### config.mk
export PLATFORM = sky130hd
export DESIGN_NAME = substring_match_stream_unit
export DESIGN_NICKNAME = d
export VERILOG_FILES = /design/src/sv/sms_pkg.sv /design/src/sv/sms_cfg.sv /design/src/sv/sms_cell.sv /design/src/sv/substring_match_stream_unit.sv
export SDC_FILE = /design/constraint.sdc
export NUM_CORES = 1
export LEC_CHECK = 0
export BUFFER_PORTS_ARGS = -buffer_cell sky130_fd_sc_hd__buf_2
export CAP_MARGIN = 0
export CORE_ASPECT_RATIO = 0.6
export CORE_MARGIN = 5
export CORE_UTILIZATION = 30
export CTS_BUF_LIST = sky130_fd_sc_hd__clkbuf_4 sky130_fd_sc_hd__clkbuf_8 sky130_fd_sc_hd__clkbuf_16
export DETAILED_ROUTE_END_ITERATION = 10
export HOLD_SLACK_MARGIN = 0.08
export PLACE_DENSITY_LB_ADDON = 0.25
export SYNTH_ARGS = -nofsm -noshare
export SYNTH_HDL_FRONTEND = slang
export SYNTH_SLANG_ARGS = --single-unit
### constraint.sdc
create_clock -name clk -period 9 [get_ports clk]
set_input_delay 0 -clock clk [delete_from_list [all_inputs] [get_ports clk]]
set_output_delay 0 -clock clk [all_outputs]
set_load 0.1 [all_outputs]
### src/sv/sms_pkg.sv
// Shared types and constants for the substring match stream unit.
// No dependencies; imported by every module of the block.
`default_nettype none

package sms_pkg;

    localparam int BYTE_W     = 8;
    localparam int CFG_DATA_W = 64;
    localparam int CFG_ADDR_W = 4;
    localparam int LEN_W      = 4;
    localparam int COUNT_W    = 16;
    localparam int PAT_BYTES  = CFG_DATA_W / BYTE_W;
    localparam int PAT_IDX_W  = $clog2(PAT_BYTES);

    // Register select is paddr[3]: registers sit 8 bytes apart
    typedef enum logic
    {
        REG_PATTERN = 1'b0,
        REG_LENGTH  = 1'b1
    } cfg_reg_t;

    typedef struct packed
    {
        logic shift;
        logic clear;
    } cell_ctrl_t;

endpackage

`default_nettype wire

### src/sv/sms_cfg.sv
// APB register file: search pattern and pattern length.
// Depends on sms_pkg.
`default_nettype none

module sms_cfg
    import sms_pkg::*;
(
    input  wire logic                  clk,
    input  wire logic                  rst_n,
    input  wire logic                  psel,
    input  wire logic                  penable,
    input  wire logic                  pwrite,
    input  wire logic [CFG_ADDR_W-1:0] paddr,
    input  wire logic [CFG_DATA_W-1:0] pwdata,
    output logic      [CFG_DATA_W-1:0] prdata,
    output logic                       pready,
    output logic      [CFG_DATA_W-1:0] pattern,
    output logic      [LEN_W-1:0]      pattern_length
);

    logic [CFG_DATA_W-1:0] pattern_reg;
    logic [LEN_W-1:0]      length_reg;
    cfg_reg_t              sel;
    logic                  wr_en;

    assign sel    = cfg_reg_t'(paddr[3]);
    assign pready = 1'b1;
    assign wr_en  = psel && penable && pwrite && pready;

    always_ff @(posedge clk or negedge rst_n)
    begin
        if (!rst_n)
        begin
            pattern_reg <= '0;
            length_reg  <= LEN_W'(1);
        end
        else if (wr_en)
        begin
            unique case (sel)
                REG_PATTERN: pattern_reg <= pwdata;
                REG_LENGTH:  length_reg  <= pwdata[LEN_W-1:0];
                default:     ;
            endcase
        end
    end

    always_comb
    begin
        unique case (sel)
            REG_PATTERN: prdata = pattern_reg;
            REG_LENGTH:  prdata = {{(CFG_DATA_W-LEN_W){1'b0}}, length_reg};
            default:     prdata = '0;
        endcase
    end

    assign pattern        = pattern_reg;
    assign pattern_length = length_reg;

endmodule

`default_nettype wire

### src/sv/sms_cell.sv
// One window cell: holds a text byte, passes it on, compares the incoming byte.
// Depends on sms_pkg.
`default_nettype none

module sms_cell
    import sms_pkg::*;
(
    input  wire logic              clk,
    input  wire logic              rst_n,
    input  wire cell_ctrl_t        ctrl,
    input  wire logic [BYTE_W-1:0] byte_in,
    input  wire logic [BYTE_W-1:0] pat_byte,
    input  wire logic              lane_on,
    output logic      [BYTE_W-1:0] byte_out,
    output logic                   hit
);

    logic [BYTE_W-1:0] byte_reg;
    logic [BYTE_W-1:0] byte_next;

    // compare against the value this cell takes on the shift
    assign hit = !lane_on || (byte_in == pat_byte);

    always_comb
    begin
        byte_next = byte_reg;
        if (ctrl.shift)
        begin
            byte_next = ctrl.clear ? '0 : byte_in;
        end
    end

    always_ff @(posedge clk or negedge rst_n)
    begin
        if (!rst_n)
        begin
            byte_reg <= '0;
        end
        else
        begin
            byte_reg <= byte_next;
        end
    end

    assign byte_out = byte_reg;

endmodule

`default_nettype wire

### src/sv/substring_match_stream_unit.sv
// Streaming substring search against a 1..8 byte pattern.
// Channels: s_* carries one text byte per transaction, s_tlast marks the final
// byte of a text. m_* carries one result per byte that ends an occurrence or
// is marked last; m_tlast is set on the result for the final byte, with the
// total occurrence count. m_tuser holds the found and position overflow flags.
// The APB port sets the pattern (address 0x0) and its length (address 0x8);
// write it only while no text is in flight.
// Results are registered and reach m_* the cycle after their byte is accepted.
// Throughput: one byte per cycle unless m_* stalls; a row of byte cells
// shifts the window and tests each lane in parallel in the accepting cycle.
// A single output register sits between the channels: s_tready stays high
// while the result register is empty or being drained, so a stalled
// receiver holds back at most one result and then stalls the sender.
// Reset clears the window, position, count and overflow flag, sets the
// pattern to zero and its length to 1. The final byte of a text clears the
// same state after its result is formed.
// Parameters: PATTERN_MAX sets the number of cells, POSITION_MAX the
// saturation point of the position counter.
`default_nettype none

module substring_match_stream_unit
    import sms_pkg::*;
#(
    parameter int              PATTERN_MAX  = 8,
    parameter longint unsigned POSITION_MAX = 65535
)
(
    input  wire logic                  clk,
    input  wire logic                  rst_n,
    // APB configuration
    input  wire logic                  psel,
    input  wire logic                  penable,
    input  wire logic                  pwrite,
    input  wire logic [CFG_ADDR_W-1:0] paddr,
    input  wire logic [CFG_DATA_W-1:0] pwdata,
    output logic      [CFG_DATA_W-1:0] prdata,
    output logic                       pready,
    // text input
    input  wire logic                  s_tvalid,
    output logic                       s_tready,
    input  wire logic [7:0]            s_tdata,   // [7:0] text_byte
    input  wire logic                  s_tlast,   // text_last
    // results
    output logic                       m_tvalid,
    input  wire logic                  m_tready,
    output logic      [47:0]           m_tdata,   // [15:0] start_position,
                                                  // [31:16] end_position,
                                                  // [47:32] occurrences
    output logic                       m_tlast,   // text_done
    output logic      [1:0]            m_tuser    // [0] found, [1] position_overflow
);

    localparam int POS_W = $clog2(POSITION_MAX + 1);
    localparam logic [POS_W-1:0] POS_MAX_V = POS_W'(POSITION_MAX);
    localparam logic [LEN_W-1:0] LEN_MAX_V = LEN_W'(PATTERN_MAX);

    logic [CFG_DATA_W-1:0] pattern;
    logic [LEN_W-1:0]      pattern_length;
    logic [LEN_W-1:0]      len_eff;

    logic                  accept;
    cell_ctrl_t            ctrl;
    logic [BYTE_W-1:0]     link [PATTERN_MAX];
    logic [PATTERN_MAX-1:0] hit;

    logic [POS_W-1:0]      pos_reg, pos_next, pos_new;
    logic [COUNT_W-1:0]    total_reg, total_next, total_new;
    logic                  ovf_reg, ovf_next, ovf_new;
    logic                  pos_sat, match, emit;
    logic [COUNT_W-1:0]    end16, start16;

    logic                  m_valid_reg, m_valid_next;
    logic [47:0]           m_data_reg;
    logic                  m_last_reg;
    logic [1:0]            m_user_reg;

    sms_cfg u_cfg
    (
        .clk            (clk),
        .rst_n          (rst_n),
        .psel           (psel),
        .penable        (penable),
        .pwrite         (pwrite),
        .paddr          (paddr),
        .pwdata         (pwdata),
        .prdata         (prdata),
        .pready         (pready),
        .pattern        (pattern),
        .pattern_length (pattern_length)
    );

    always_comb
    begin
        if (pattern_length == '0)
        begin
            len_eff = LEN_W'(1);
        end
        else if (pattern_length > LEN_MAX_V)
        begin
            len_eff = LEN_MAX_V;
        end
        else
        begin
            len_eff = pattern_length;
        end
    end

    assign s_tready   = !m_valid_reg || m_tready;
    assign accept     = s_tvalid && s_tready;
    assign ctrl.shift = accept;
    assign ctrl.clear = s_tlast;

    // cell d compares the byte received d transactions ago and matches pattern
    // byte len-1-d
    for (genvar d = 0; d < PATTERN_MAX; d++)
    begin : g_cell
        logic [BYTE_W-1:0]    cell_in;
        logic [LEN_W-1:0]     pat_pos;
        logic [PAT_IDX_W-1:0] pat_idx;
        logic                 lane_on;

        assign pat_pos = len_eff - LEN_W'(1) - LEN_W'(d);
        assign pat_idx = pat_pos[PAT_IDX_W-1:0];
        assign lane_on = LEN_W'(d) < len_eff;

        if (d == 0)
        begin : g_head
            assign cell_in = s_tdata;
        end
        else
        begin : g_body
            assign cell_in = link[d-1];
        end

        sms_cell u_cell
        (
            .clk      (clk),
            .rst_n    (rst_n),
            .ctrl     (ctrl),
            .byte_in  (cell_in),
            .pat_byte (pattern[BYTE_W*pat_idx +: BYTE_W]),
            .lane_on  (lane_on),
            .byte_out (link[d]),
            .hit      (hit[d])
        );
    end

    always_comb
    begin
        pos_sat   = pos_reg >= POS_MAX_V;
        pos_new   = pos_sat ? POS_MAX_V : pos_reg + POS_W'(1);
        ovf_new   = ovf_reg || pos_sat;
        match     = (&hit) && (ovf_new || (pos_new >= POS_W'(len_eff)));
        total_new = (match && (total_reg != '1)) ? total_reg + COUNT_W'(1) : total_reg;
        end16     = COUNT_W'(pos_new);
        start16   = end16 - COUNT_W'(len_eff) + COUNT_W'(1);
        emit      = match || s_tlast;

        pos_next   = pos_reg;
        total_next = total_reg;
        ovf_next   = ovf_reg;
        if (accept)
        begin
            pos_next   = s_tlast ? '0 : pos_new;
            total_next = s_tlast ? '0 : total_new;
            ovf_next   = s_tlast ? 1'b0 : ovf_new;
        end

        m_valid_next = m_valid_reg && !m_tready;
        if (accept && emit)
        begin
            m_valid_next = 1'b1;
        end
    end

    always_ff @(posedge clk or negedge rst_n)
    begin
        if (!rst_n)
        begin
            pos_reg     <= '0;
            total_reg   <= '0;
            ovf_reg     <= 1'b0;
            m_valid_reg <= 1'b0;
        end
        else
        begin
            pos_reg     <= pos_next;
            total_reg   <= total_next;
            ovf_reg     <= ovf_next;
            m_valid_reg <= m_valid_next;
        end
    end

    always_ff @(posedge clk)
    begin
        if (accept && emit)
        begin
            m_data_reg <= {total_new,
                           match ? end16 : COUNT_W'(0),
                           match ? start16 : COUNT_W'(0)};
            m_last_reg <= s_tlast;
            m_user_reg <= {ovf_new, match};
        end
    end

    assign m_tvalid = m_valid_reg;
    assign m_tdata  = m_data_reg;
    assign m_tlast  = m_last_reg;
    assign m_tuser  = m_user_reg;

    a_span: assert property (@(posedge clk) disable iff (!rst_n)
        m_tvalid && m_tuser[0] |-> 16'(m_tdata[31:16] - m_tdata[15:0]) < 16'(PATTERN_MAX))
        else $error("occurrence span exceeds pattern size");

    a_no_empty: assert property (@(posedge clk) disable iff (!rst_n)
        m_tvalid && !m_tuser[0] |-> m_tlast && m_tdata[31:0] == 32'd0)
        else $error("result without occurrence is not a final-byte result");

    a_clear: assert property (@(posedge clk) disable iff (!rst_n)
        accept && s_tlast |=> pos_reg == '0 && total_reg == '0 && !ovf_reg)
        else $error("text state not cleared after final byte");

    a_pos_step: assert property (@(posedge clk) disable iff (!rst_n)
        accept && !s_tlast && !pos_sat |=> pos_reg == $past(pos_reg) + POS_W'(1))
        else $error("position did not advance");

endmodule

`default_nettype wire

==> flow_summary.toml, run 1 <==
[final_layout]
syn_to_final_growth_pct = 20.4
finalNonFillerCells = 2473
final_util_pct = 36.5
nFillCells = 4978
nets = 1923
drive_gt1_share_pct = 22.8
largest_reg_flops = 64
fin_area_um2 = 18000
mostFrequentLayoutCells = "nand2_1 (210), buf_2 (196), dfrtp_1 (155)"
final_common_cell = "nand2_1"

[critical_path]
regToRegEndpoint = "m_tdata[31]$_SDFFCE_PN0P_"
critPathArrivalTime_ns = 7.73
timing.critical_path.fanout_max = 51
worst_r2r_path_depth = 17
r2r_setup_slack_ns = 1.43
critPathKind = "flip-flop to flip-flop"
timing.rr.start = "u_cfg.pattern_length[0]$_DFFE_PN1P_"
worstPathRequired_ns = 9.16
crit_path_end = "m_tdata[31]$_SDFFCE_PN0P_"
worst_setup_path_end_kind = "flip-flop"
startpoint_type = "flip-flop"
critical_path.startpoint = "u_cfg.pattern_length[0]$_DFFE_PN1P_"

[cts]
ctsRootBufferMaster = "clkbuf_16"
cts_tree = "built"
clock_latency_ns = 0.55
cts_num_sinks = 209
cts_resized = 0
numCtsBuffers = 25
cts_hold_buf = 80
htreeDepth = 1
cts_buffer_depth = 3
post_cts_buffers = 0
clk_pin_slew_ns = 0.06

[grt]
grt_max_degree = 93
grt_pass1_vias = 12741
grt_antenna_before_repair = 3
grt_usage_pct = 18.4
grt_pass1_wl_mm = 79.2
overflow = 0

[drt]
drtIter0Drc = 1309
routed_wl_mm = 52.4
wl_per_cell_um = 21.2
first_pass_iters = 7
drc = 0
vias_per_cell = 5.37
vias = 13268
ant_nets = 0

[synth]
avgSynthCellArea_um2 = 9.31
synth_top_area_cell = "dfrtp_1"
ys_async_sr_fraction_pct = 75.6
synth_cells = 1603
synth_top_area_share_pct = 26.3
ys_types = 83
syn_nets = 1722
yosysWarnings = 0
syn_area_um2 = 14900
ys.flop_type = "dfrtp_1"
synthTopCellsByArea = "dfrtp_1 (26%), edfxtp_1 (10%), mux2_2 (7.3%)"
ys_seq_elements = 209
ys_seq_area_share_pct = 36.7
synth-edff-count = 51

[power]
power.density_nw_per_um2 = 260
vdd_drop_max_uv = 153
p_leak_nw = 7.52

[sta]
slew_violations = 0
finalCritPeriodShare_pct = 84.1
fin_skew_ns = 0.0169
setup_tns_ns = 0
min_period_ns = 7.57
finalHoldViolations = 0
final-setup-viol-count = 0
worst_pin_slew_ns = 1.09
rsz0062_at_grt = "false"
relSlewSlack_pct = 27.0
fmax_mhz = 132

[flow_run]
max_cap_violations = 0

[placed_design]
hpwl_mm = 38.0
dpl.cell_count = 2347
postPlaceCellArea_um2 = 16300
portBuffers = 197
gp_congestion = 0.955

[floorplan]
fp.dieArea_um2 = 54500
start_util_pct = 30.3
die_x_um = 298
row_count = 63
ios = 202
core-area_um2 = 49300
die_y_um = 183

[outcome]
status = "complete, no violations"

[hold_path]
holdCritPathClass = "input port to flip-flop"
metal layers:
layer  global-route usage, %  share of wire (%)
met5                       0              0.013
met4                    3.22                1.8
met3                    6.72                 10
met2                    26.2                 41
met1                    27.1                 47
stage by stage:
step / hold WS [ns] / worst slack, ns / power, mW
after floorplan: -0.296 / 3.52 / 2.97
after global placement: -0.0667 / 1.69 / 3.54
after CTS: 0.165 / 1.46 / 4.66
final: 0.209 / 1.43 / 4.68
after global routing: 0.194 / 0.915 / 4.90
after detailed placement: -0.0715 / 1.51 / 3.56
layout make-up:
type / count / area [um^2] / share of cell area, %
clock buffer: 39 / 773 / 4.30
inverter: 46 / 173 / 0.961
multi-input combinational: 1225 / 8710 / 48.4
clock inverter: 6 / 61.3 / 0.341
sequential: 209 / 5490 / 30.5
tap: 650 / 813 / 4.53
timing repair buffer: 297 / 1950 / 10.9
antenna: 1 / 2.50 / 0.0139
worst min-delay path by stage:
stage,startpoint,to,slack [ns],cells past startpoint
after floorplan,rst_n,g_cell[0].u_cell.byte_out[0]$_DFFE_PN0P_,-0.30,0
after detailed placement,rst_n,total_reg[12]$_DFFE_PN0P_,-0.07,1
final,pwdata[32],u_cfg.pattern[32]$_DFFE_PN0P_,0.21,3
after global routing,pwdata[32],u_cfg.pattern[32]$_DFFE_PN0P_,0.19,3
after global placement,rst_n,total_reg[12]$_DFFE_PN0P_,-0.07,1
after CTS,pwdata[51],u_cfg.pattern[51]$_DFFE_PN0P_,0.17,3
synth_stat cells (5+ instances only):
| master | number |
|---|---|
| or3_1 | 13 |
| a32oi_1 | 5 |
| nor2_1 | 100 |
| a22o_1 | 7 |
| a211oi_1 | 11 |
| buf_6 | 6 |
| and2_1 | 17 |
| inv_1 | 42 |
| edfxtp_1 | 51 |
| mux4_2 | 28 |
| o21ai_0 | 117 |
| o22ai_1 | 25 |
| o211ai_1 | 13 |
| and3_1 | 11 |
| ha_1 | 33 |
| nand2b_1 | 11 |
| xor2_1 | 38 |
| xnor2_1 | 65 |
| buf_4 | 16 |
| dfrtp_1 | 157 |
| buf_2 | 20 |
| a31oi_1 | 8 |
| mux2_2 | 97 |
| nor2b_1 | 71 |
| nand2_1 | 211 |
| o221ai_1 | 8 |
| nand3_1 | 49 |
| nor4_1 | 12 |
| o21bai_1 | 8 |
| buf_1 | 7 |
| clkbuf_1 | 74 |
| nand4_1 | 18 |
| a22oi_1 | 5 |
| a21oi_1 | 45 |
| nor3_1 | 27 |
| o31ai_1 | 9 |
| a221oi_1 | 17 |
| mux2i_1 | 73 |
power by group:
group	internal, mW	switching, mW	leakage (nW)
clock	0.618	0.423	0.421
sequential	1.08	0.221	2.53
combinational	0.831	1.51	4.57
critical path: stages (launching register included):
cell and delay (ns):
dfstp_2 0.64, o21ba_4 0.24, nor2_8 0.60, inv_2 0.47, ha_1 0.60, and3b_1 0.30, mux2i_1 0.37, nand2_1 0.57
mux4_2 0.46, xor2_1 0.15, mux2i_1 0.30, nand4_1 0.27, maj3_1 0.42, nor2_1 0.19, o211ai_4 0.11, clkinv_1 0.37
o21ai_0 0.20, inv_2 0.83
kinds of logic after synthesis:
group / Yosys count / share of synthesized area (%)
AOI/OAI and AO/OA: 319 / 13.8
xor gates and xnor gates: 104 / 6.23
adders and majority gates: 36 / 3.10
buffers and inverters: 169 / 5.12
DFF: 209 / 36.7
muxes: 198 / 16.4
other: 1 / 0.0251
and+or+nand+nor: 567 / 18.5
Note: power is estimated with default switching activity, not from simulation.
==> run 2: changes to the inputs <==
Settings changed: ABC_AREA set to 1.
Clock period 9 ns to 7 ns, I/O delays scaled along.
==> run 2 against run 1 <==
Wire length is 4.8% higher. Worst setup slack improved by 0.23 ns. Sequential share of layout area is 1.9 points higher. Register-to-register slack improved by 0.23 ns. Flip-flop and latch count stayed put. Synthesized cell count grew 27%. Final area is 5.8% lower. Die area shrank 6.9%. First-iteration DRC count up 33%. Maximum frequency up 42%. Worst hold slack got worse by 0.091 ns. Critical path depth is 10 higher. Critical endpoint is now m_tdata[11]$_SDFFCE_PN0P_. Largest cell class unchanged. Highest routed layer is now met4.
==> flow_summary.toml, run 2 <==
[hold_path]
hold_end = "u_cfg.pattern_length[2]$_DFFE_PN0P_"
hold_depth = 4
hp-start = "penable"
holdCritPathClass = "input port to flip-flop"

[drt]
vias = 14936
wl_per_cell_um = 18.9
ant_nets = 0
first_pass_iters = 5
drc = 0
drtIter0Drc = 1742
vias_per_cell = 5.14
routed_wl_mm = 54.9

[cts]
clock_latency_ns = 0.54
cts_num_sinks = 209
cts_tree = "built"
cts_resized = 0
clk_pin_slew_ns = 0.06
numCtsBuffers = 25
ctsRootBufferMaster = "clkbuf_16"
cts_buffer_depth = 3
htreeDepth = 1

[power]
p_clk_share_pct = 22.9
switching_power_mw = 2.89
power.density_nw_per_um2 = 338
seqPwrFrac_pct = 25.6
vdd_drop_max_uv = 157
p_int_mw = 2.83
p_leak_nw = 8.83
sw_frac_of_total_pct = 50.5
combPwrFrac_pct = 51.5
p_total_mw = 5.72

[final_layout]
diodes = 0
largest_reg_flops = 64
mostFrequentLayoutCells = "nand2_1 (601), nand3_1 (371), inv_1 (232)"
nets = 2376
syn_to_final_growth_pct = 22.2
final_common_cell = "nand2_1"
drive_gt1_share_pct = 12.4

[critical_path]
timing.rr.start = "pos_reg[0]$_DFFE_PN0P_"
worst_setup_path_end_kind = "flip-flop"
r2r_setup_slack_ns = 1.67
worst_r2r_path_depth = 27
timing.critical_path.fanout_max = 12
worstPathRequired_ns = 7.38
startpoint_type = "flip-flop"
regToRegEndpoint = "m_tdata[11]$_SDFFCE_PN0P_"
critPathArrivalTime_ns = 5.72
critPathKind = "flip-flop to flip-flop"

[synth]
synthTopCellsByArea = "dfrtp_1 (28%), nand2_1 (16%), nand3_1 (13%)"
syn_nets = 2152
synthMuxAreaShare_pct = 0
synth_top_area_share_pct = 28.4
ys_types = 39
yosysWarnings = 0
synth_cells = 2033
ys_async_sr_fraction_pct = 75.6
synth-edff-count = 51
yosys-top-cells-count = "nand2_1 (602), nand3_1 (371), inv_1 (233)"
avgSynthCellArea_um2 = 6.81
synth_top_family_by_area = "simple AND/OR/NAND/NOR gates"
synthXorXnorAreaFrac_pct = 1.52
ys_seq_elements = 209
ys_seq_area_share_pct = 39.6
yosys.area_share.adder_pct = 3.27
synth_top_area_cell = "dfrtp_1"
post-synth-top-count-cell = "nand2_1"
synth_compound_area_share_pct = 8.17
synthSimpleGateAreaFrac_pct = 37.3
syn_area_um2 = 13800
ys.flop_type = "dfrtp_1"

[floorplan]
ios = 202
core-area_um2 = 45900
die_x_um = 287
fp.dieArea_um2 = 50700
row_count = 61
start_util_pct = 30.1
die_y_um = 176

[sta]
finalCritPeriodShare_pct = 76.2
slew_violations = 0
hold_slack_ns = 0.117
min_period_ns = 5.33
final-setup-viol-count = 0
fmax_mhz = 187
finalHoldViolations = 0
fin_skew_ns = 0.0110
worst_pin_slew_ns = 1.23
setup_tns_ns = 0
relSlewSlack_pct = 17.0
rsz0062_at_grt = "false"

[placed_design]
portBuffers = 197
gp_congestion = 0.920
hpwl_mm = 40.3

[grt]
grt_pass1_vias = 13889
grt_antenna_before_repair = 0
grt_pass1_wl_mm = 83.4
grt_usage_pct = 21.1
grt_max_degree = 90
overflow = 0

[outcome]
status = "complete, no violations"

[flow_run]
max_cap_violations = 0
run 2: worst max path at each step:
stage | startpoint | to
CTS | pos_reg[0]$_DFFE_PN0P_ | m_tdata[11]$_SDFFCE_PN0P_
global route | pos_reg[1]$_DFFE_PN0P_ | m_tdata[11]$_SDFFCE_PN0P_
floorplan | pos_reg[0]$_DFFE_PN0P_ | m_tdata[0]$_SDFFCE_PN0P_
finish | pos_reg[0]$_DFFE_PN0P_ | m_tdata[11]$_SDFFCE_PN0P_
global placement | pos_reg[0]$_DFFE_PN0P_ | m_tdata[11]$_SDFFCE_PN0P_
detailed placement | pos_reg[0]$_DFFE_PN0P_ | m_tdata[11]$_SDFFCE_PN0P_
run 2: stage by stage:
step | utilization (%) | worst slack, ns | std cells | instance area [um^2]
5_1_grt | 36.8 | 1.02 | 2905 | 16900
4_1_cts | 36.8 | 1.68 | 2905 | 16900
3_3_place_gp | 33.3 | 1.82 | 2781 | 15300
3_5_place_dp | 33.3 | 1.74 | 2781 | 15300
2_1_floorplan | - | 2.33 | 2033 | 13800
6_report | 36.8 | 1.67 | 2905 | 16900
run 2: worst max-delay path, cell delays in order, from the launching register on:
cell      delay, ns
dfrtp_1        0.36
ha_1           0.21
nand3_1        0.13
nor3_1         0.35
nand3_1        0.21
nor4_2         0.96
nor2_1         0.32
inv_1          0.13
ha_1           0.25
inv_1          0.07
ha_1           0.16
inv_1          0.06
fa_1           0.38
nor2_1         0.14
nor2_1         0.06
o21bai_1       0.26
nand3_1        0.11
nand2_1        0.09
nand2_1        0.05
inv_1          0.06
nor2_1         0.03
o21ai_0        0.21
inv_1          0.06
nor2_1         0.12
o21ai_0        0.09
nand2_1        0.08
o21ai_0        0.07
a21oi_1        0.14
run 2: area by class of cell:
type / count / area [um^2]
repair buffers: 293 / 1950
flip-flops and latches: 209 / 5490
clock buffers: 30 / 676
inverters: 244 / 918
fillers: 4898 / 29000
clock inverters: 15 / 126
well taps: 630 / 788
multi-input cells: 1484 / 6970
run 2: power groups by stage:
stage / combinational [mW] / sequential [mW] / clock [mW]
floorplan: 1.98 / 1.52 / 0
global placement: 2.80 / 1.48 / 0
detailed placement: 2.82 / 1.48 / 0
CTS: 2.87 / 1.46 / 1.35
global route: 3.18 / 1.47 / 1.40
finish: 2.95 / 1.46 / 1.31
run 2: logic make-up (layout without fill, tap and decap cells):
group                      count (synthesis)  count (layout)
DFF                                      209             209
AOI/OAI and AO/OA                        202             202
buffers and inverters                    340             582
xor gates and xnor gates                  24              24
and+or+nand+nor                         1222            1222
adders and majority gates                 35              35
other                                      1               1
run 2: per-layer routing:
layer	global-route usage (%)	part of all wire, %
met5	0	0
met4	3.27	1.6
met3	5.47	11
met2	28.7	38
met1	33.6	49
run 2: what timing repair did:
item,CTS,global route
hold endpoints to repair,146,0
hold buffers,79,0
setup buffers,0,0
